`src/design/wjvs_pkg.sv`:
```
// Shared types and constants for the weighted joint vertex skinning block.
`default_nettype none

package wjvs_pkg;

  localparam int COORD_W = 32;
  localparam int ROT_W   = 18;
  localparam int WEIGHT_W = 17;
  localparam int JIDX_W  = 7;
  localparam int PROD_W  = ROT_W + COORD_W;        // one rotation product
  localparam int PSUM_W  = PROD_W + 1;             // sum of three products
  localparam int T_W     = PSUM_W - 16 + 1;        // shifted row value plus translation
  localparam int WPROD_W = T_W + WEIGHT_W + 1;     // row value times weight
  localparam int DELTA_W = WPROD_W - 16;           // weighted contribution
  localparam int ACC_W   = 48;
  localparam int LANES   = 3;

  localparam logic ACTION_WRITE = 1'b0;
  localparam logic ACTION_ADD   = 1'b1;

  localparam logic [1:0] KIND_POSITION = 2'd0;

  typedef logic signed [COORD_W-1:0] coord_t;
  typedef logic signed [ROT_W-1:0]   rot_t;
  typedef logic signed [DELTA_W-1:0] delta_t;

  // One transform row as stored in a lane's table.
  typedef struct packed {
    coord_t offset;
    rot_t   rz;
    rot_t   ry;
    rot_t   rx;
  } row_word_t;

  // Stage enables from the sequencer to every lane.
  typedef struct packed {
    logic rd_en;
    logic mul_en;
    logic sum_en;
    logic scale_en;
  } lane_ctrl_t;

  // Controls from the sequencer to the merging accumulator.
  typedef struct packed {
    logic acc_en;
    logic emit;
    logic add_ok;
  } acc_ctrl_t;

  typedef enum logic [2:0] {
    ST_IDLE,
    ST_MUL,
    ST_SUM,
    ST_SCALE,
    ST_ACC
  } state_t;

endpackage

`default_nettype wire

```
`src/design/wjvs_accum.sv`:
```
// Merging stage: saturating vector accumulator and output result register.
`default_nettype none

module wjvs_accum (
  input  wire logic                clk,
  input  wire logic                rst,
  input  wire wjvs_pkg::acc_ctrl_t ctrl,
  input  wire wjvs_pkg::delta_t    d [wjvs_pkg::LANES],
  input  wire logic [1:0]          kind,
  output logic [1:0]               out_kind,
  output wjvs_pkg::coord_t         out_x,
  output wjvs_pkg::coord_t         out_y,
  output wjvs_pkg::coord_t         out_z,
  output logic                     saturated
);

  import wjvs_pkg::*;

  localparam int S_W = ACC_W + 1;

  logic signed [ACC_W-1:0] sum      [LANES];
  logic signed [S_W-1:0]   s        [LANES];
  logic signed [ACC_W-1:0] sum_next [LANES];
  coord_t                  emit_val [LANES];
  logic [LANES-1:0]        clip;

  always_comb begin
    for (int i = 0; i < LANES; i++) begin
      s[i] = S_W'(sum[i]) + (ctrl.add_ok ? S_W'(d[i]) : S_W'(0));
      if (s[i][S_W-1] != s[i][ACC_W-1]) begin
        sum_next[i] = s[i][S_W-1] ? {1'b1, {(ACC_W-1){1'b0}}} : {1'b0, {(ACC_W-1){1'b1}}};
      end else begin
        sum_next[i] = s[i][ACC_W-1:0];
      end
      // Clipping the 49-bit sum straight to 32 bits equals clipping it to 48 first.
      clip[i] = !((&s[i][S_W-1:COORD_W-1]) || !(|s[i][S_W-1:COORD_W-1]));
      if (clip[i]) begin
        emit_val[i] = s[i][S_W-1] ? {1'b1, {(COORD_W-1){1'b0}}}
                                  : {1'b0, {(COORD_W-1){1'b1}}};
      end else begin
        emit_val[i] = s[i][COORD_W-1:0];
      end
    end
  end

  always_ff @(posedge clk) begin
    if (rst) begin
      for (int i = 0; i < LANES; i++) begin
        sum[i] <= '0;
      end
    end else if (ctrl.acc_en) begin
      for (int i = 0; i < LANES; i++) begin
        sum[i] <= ctrl.emit ? '0 : sum_next[i];
      end
    end
  end

  always_ff @(posedge clk) begin
    if (ctrl.acc_en && ctrl.emit) begin
      out_kind  <= kind;
      out_x     <= emit_val[0];
      out_y     <= emit_val[1];
      out_z     <= emit_val[2];
      saturated <= |clip;
    end
  end

endmodule

`default_nettype wire

```
`config.mk`:
```
export PLATFORM = sky130hd
export DESIGN_NAME = wjvs_accum
export DESIGN_NICKNAME = d
export VERILOG_FILES = /design/src/design/wjvs_pkg.sv /design/src/design/wjvs_accum.sv
export SDC_FILE = /design/constraint.sdc
export NUM_CORES = 1
export LEC_CHECK = 0
export BUFFER_PORTS_ARGS = -buffer_cell sky130_fd_sc_hd__buf_2
export CAP_MARGIN = 30
export CORE_AREA = 2 2 181 218
export DETAILED_ROUTE_END_ITERATION = 7
export DIE_AREA = 0 0 183 220
export GPL_TIMING_DRIVEN = 0
export HOLD_SLACK_MARGIN = 0.12
export PLACE_DENSITY_LB_ADDON = 0.08
export RECOVER_POWER = 50
export SLEW_MARGIN = 20
export SYNTH_ARGS = -nofsm -noshare
export SYNTH_HDL_FRONTEND = slang
export SYNTH_SLANG_ARGS = --single-unit
```
`constraint.sdc`:
```
create_clock -name clk -period 12.5 [get_ports clk]
set_input_delay 2.5 -clock clk [delete_from_list [all_inputs] [get_ports clk]]
set_output_delay 2.5 -clock clk [all_outputs]
set_load 0.01 [all_outputs]
```
==> Word level (Yosys, flattened, before mapping) <==
Memory sizes are Yosys's and may differ from the RTL's.
Index checks and enable logic that the tools add are counted.
{ "totals": {"word_cells": 58, "ramBits": 144, "regBits": 99, "output_inout_bits": 99, "in_bits": 121, "memories": 1} }
{ "memory_table": {"columns": ["memory", "depth", "word_bits", "rd", "rd_clocked_by_memory_dff", "write_ports", "line_no", "text"], "rows": [
  ["sum", 3, 48, 3, 0, 3, "wjvs_accum.sv:21", "logic signed [ACC_W-1:0] sum [LANES];"]
]} }
{ "op_classes": {"n_eq_ne": 3, "bitwise": 3, "addsub": 3, "reduce_logical": 17, "muxes": 26} }
{ "ops": {"columns": ["op", "n"], "rows": [
  ["48-bit 2-to-1 mux", 12],
  ["32-bit 2-to-1 mux", 6],
  ["48-bit by 49-bit adder with 49-bit output", 3],
  ["49-bit 2-to-1 mux", 3],
  ["18-bit AND reduction", 3],
  ["18-bit OR reduction", 3],
  ["1-bit zero test", 6],
  ["1-bit 2-to-1 mux", 5],
  ["1-bit logical OR", 3],
  ["1-bit != test", 3],
  ["1-bit OR", 3],
  ["3-bit OR reduction", 1],
  ["1-bit logical AND", 1]
]} }

==> Logic depth before layout (Yosys ltp) <==
{ "depth": {"word_depth": 7, "mapped_depth": 24} }

==> Worst setup path before layout <==
Ideal clock, no wire load.
{ "synth_path": {"kind": "input to register", "from": "in ctrl[0] (netlist bit)", "to": "reg out_y[16], data pin", "slack_ps": 4944, "setup_time_ps": 260, "arrival_ps": 7296, "n_path_buf": 6, "t_required_ps": 12240, "stages": 24, "cell_sequence": "clkbuf_1 -> clkbuf_1 -> and2_1 -> ha_1 -> buf_2 -> a21oi_1 -> o211ai_1 -> a221o_1 -> nor3b_1 -> o311ai_2 -> a211oi_1 -> nand2b_1 -> a31oi_1 -> buf_2 -> clkinv_1 -> clkbuf_1 -> ha_1 -> and3_1 -> nand4_1 -> or4_4 -> nor4b_4 -> nor2_2 -> buf_6 -> mux2_4"} }
{ "synth_lines": {"columns": ["element", "line_no", "text"], "rows": [
  ["start: declaration", "wjvs_accum.sv:7", "input wire wjvs_pkg::acc_ctrl_t ctrl,"],
  ["end signal: assignment", "wjvs_accum.sv:62", "out_y <= emit_val[1];"],
  ["end: declaration", "wjvs_accum.sv:12", "output wjvs_pkg::coord_t out_y,"]
]} }

==> summary.txt <==
Worst setup path
  – Crit-path slowest cell: a2bb2oi_1
  – Crit-path max cell delay: 0.80 ns
  – Worst Path Max Fanout: 10
  – Crit path launch: ctrl[0]
  – R2R Setup Slk: 6.12 ns
  – CP bufs+invs: 6
  – Worst Path Required: 12.79 ns
  – Worst setup SP type: input port
  – Cell repeated most along the worst path: clkbuf_1
  – Setup CP Type: input port to flop
  – Critical path's top delay family: buffers and inverters
  – Reg-to-reg startpoint: sum[0][19]
  – CP Cell Sequence: clkbuf_2 -> clkbuf_1 -> and2_1 -> ha_1 -> a21oi_1 -> o21ai_0 -> o21ai_0 -> nand2_1 -> and2_1 -> a211o_1 -> a21oi_1 -> a2bb2oi_1 -> clkbuf_1 -> ha_1 -> inv_1 -> clkbuf_1 -> clkbuf_1 -> a21boi_0
  – Worst setup EP type: flop
  – Worst Path Arrival: 9.10 ns

Logic synthesis
  – Flops & latches, synth: 243
  – Fraction of registers with async set/reset: 0
  – Syn. warnings: 0
  – Area contributors post-synth: edfxtp_1 36%, ha_1 9.2%, a21oi_1 5.3%
  – Syn Nets: 2562
  – Synth Area in Compound Gates: 0.2028
  – Synth top area share: 0.3576
  – Cell Area, Synth: 20400 um^2
  – Post-synth top area cell: edfxtp_1
  – Synthesized area per cell: 8.918 um^2
  – Largest family of logic cells by synthesized area: simple AND/OR/NAND/NOR gates
  – Synth Area in XOR/XNOR: 0.04937
  – Synth Area in Adders: 0.09493
  – Number of synthesized flops with an enable pin: 243
  – Seq/Total Area, Yosys: 0.3576
  – Post-Synthesis Cells: 2288
  – Mux contribution to synthesized area: 0.05016
  – Unique masters post-synth: 94
  – Ys flop type: edfxtp_1
  – Simple-gate share of the synthesized area: 0.2094

Layout
  – Final Core Density: 0.5997
  – Diode count: 0
  – Layout filler cell count: 3535
  – Ratio of cells with drive above 1 in the final layout: 0.1153
  – Non-filler cells, final: 3054
  – Area delta synth->final: 12.73%
  – Nets: 2820

Timing
  – Setup_tns: 0 ns
  – Final Cycle Share: 0.7045
  – Worst hold margin: 0.7435 ns
  – Max frequency: 0.1136 GHz
  – Slew Limit Fails: 253
  – Worst clock skew: 0.01412 ns
  – Slew margin rel.: -1.083
  – Final Hold Violating Endpoints: 0
  – Slew @ Worst Pin: 3.124 ns
  – Final Setup Violations: 0
  – RSZ-0062 raised after global routing: false
  – Min Tclk post-route: 8.806 ns

CTS
  – CTS Buf Count: 28
  – CTS clock-pin slew for the worst setup and hold paths: 0.06 ns
  – Worst-Skew Late Latency: 0.59 ns
  – Post-CTS setup buffers: 0
  – CTS hold repair buffers: 0
  – Post-CTS sizing: 0
  – CTS H-tree depth: 1
  – CTS tree: yes
  – Root Buffer: clkbuf_16
  – Clk sinks: 243
  – Clock Path Buffers: 3

Placed design
  – Inst Count DP: 2999
  – IO buf count: 218
  – HPWL after detailed placement: 48420 um
  – Routability congestion estimate: 0.9545

Power and ir drop
  – Power Density: 118.8 nW/um^2
  – Max IR drop VDD: 0.1073 mV
  – LEAKAGE: 9.584 nW

Job
  – Max-cap violations: 6

Detailed routing
  – TritonRoute pass-1 iters: 6
  – DRC: 0
  – Routed Antenna Nets: 0
  – Via density: 6.138
  – Total number of vias: 18750
  – DRT Wirelength: 62820 um
  – WL/cell: 20.57 um
  – Initial DRC Count: 1367

Floorplanning
  – Die Height: 220 um
  – Core Region: 38350 um^2
  – Num rows: 79
  – Ports: 220
  – Initial Util: 0.5320
  – Die W: 183 um
  – Die ar.: 40260 um^2

Run status
  – Failing checks: max-capacitance violations, max-slew violations
  – Status: finished, violations left

Global routing
  – Largest net degree at the start of global routing: 57
  – Initial antenna violation count: 0
  – Vias in the first global route: 17890
  – Total GRT Usage: 0.3024
  – First-pass GRT wire length: 96340 um
  – Overflow after GRT: 0

Worst hold path
  – Hold Startpoint: sum[0][48]
  – Worst Hold Class: flop to flop
==> area by class of cell <==
cell class                      instances  area [um^2]  share of cell area
Inverter                               51        191.4            0.008323
Timing Repair Buffer                  228         1079             0.04689
Sequential cell                       243         7297              0.3172
Buffer                                126        539.3             0.02345
Clock buffer                           35        748.2             0.03253
Clock inverter                         17        160.2            0.006963
Tap cell                              486        608.1             0.02644
Multi-Input combinational cell       1868        12380              0.5382
==> sequential cells by signal (all words and copies together), names as in the netlist <==
name       cells
sum          144
out_x         32
out_y         32
out_z         32
out_kind       2
saturated      1
==> worst paths after layout <==
path | to | depth (start not counted)
setup / recovery | sum[0][16] | 18
hold / removal | sum[0][48] | 3
setup reg to reg | sum[0][16] | 15
hold reg to reg | sum[0][48] | 3
==> routing by layer <==
layer	GRT usage	vias up	part of all wire
li1	-	8993	-
met1	0.3851	8929	0.42
met2	0.5270	705	0.48
met3	0.03289	119	0.058
met4	0.1184	0	0.038
met5	0	-	0
==> cells in the mapped netlist (31+ instances only) <==
library cell    n
o21bai_1       31
nor2_1        262
nand2_1       180
nor3_1         34
mux2i_1        93
o21ai_0       128
and2_1        127
edfxtp_1      243
clkbuf_1       96
ha_1          150
nand3_1        40
nand4_1        60
nand2b_1       48
a21oi_1       218
inv_1          50
a21o_1         58
xor2_1         54
xnor2_1        61
==> logic make-up after synthesis <==
kind of cell | after synthesis
mux | 100
simple gates | 858
flops | 243
xor+xnor | 115
compound gates | 642
buf+inv | 177
fa+ha+maj | 153
==> cells in the final DEF (no fill, tap or decap), types with 9 or more instances in the layout <==
cell / synthesis / final
a211oi_1: 16 / 16
a21boi_0: 17 / 17
a21o_1: 58 / 58
a21oi_1: 218 / 218
a221oi_1: 9 / 9
a31oi_1: 21 / 21
and2_1: 127 / 126
and3_1: 16 / 16
buf_2: 20 / 194
clkbuf_1: 96 / 152
clkbuf_16: 0 / 29
edfxtp_1: 243 / 243
ha_1: 150 / 150
inv_1: 50 / 50
mux2i_1: 93 / 93
nand2_1: 180 / 180
nand2b_1: 48 / 48
nand3_1: 40 / 40
nand4_1: 60 / 60
nor2_1: 262 / 262
nor2b_1: 12 / 12
nor3_1: 34 / 34
nor4_1: 16 / 16
o211ai_1: 18 / 18
o21a_1: 25 / 25
o21ai_0: 128 / 128
o21bai_1: 31 / 31
o31ai_1: 11 / 11
or2_2: 11 / 10
or3_1: 15 / 15
xnor2_1: 61 / 61
xor2_1: 54 / 54
==> stage by stage <==
stage	power (W)	cell area [um^2]	setup WS [ns]
2_1_floorplan	0.001630	20400	4.944
3_3_place_gp	0.001877	22100	2.851
3_5_place_dp	0.001893	22220	3.166
4_1_cts	0.002735	23130	3.782
5_1_grt	0.002859	23000	3.362
6_report	0.002732	23000	3.694
==> worst reg2reg max path, stage by stage, from the launching register on <==
cell,delay (ns)
edfxtp_1,0.38
ha_1,0.40
a21oi_1,0.30
o21ai_0,0.22
o21ai_0,0.31
nand2_1,0.20
and2_1,0.21
a211o_1,0.31
a21oi_1,0.19
a2bb2oi_1,0.80
clkbuf_1,0.59
ha_1,0.55
inv_1,0.37
clkbuf_1,0.47
clkbuf_1,0.59
a21boi_0,0.22
==> where the power goes <==
part / switching (W) / internal [W] / total (W)
combinational: 0.000590 / 0.000297 / 0.000886
sequential: 0.0000213 / 0.000984 / 0.00101
clock: 0.000371 / 0.000469 / 0.000840
total: 0.000982 / 0.00175 / 0.00273
No activity file was read; power rests on OpenSTA's default activity.
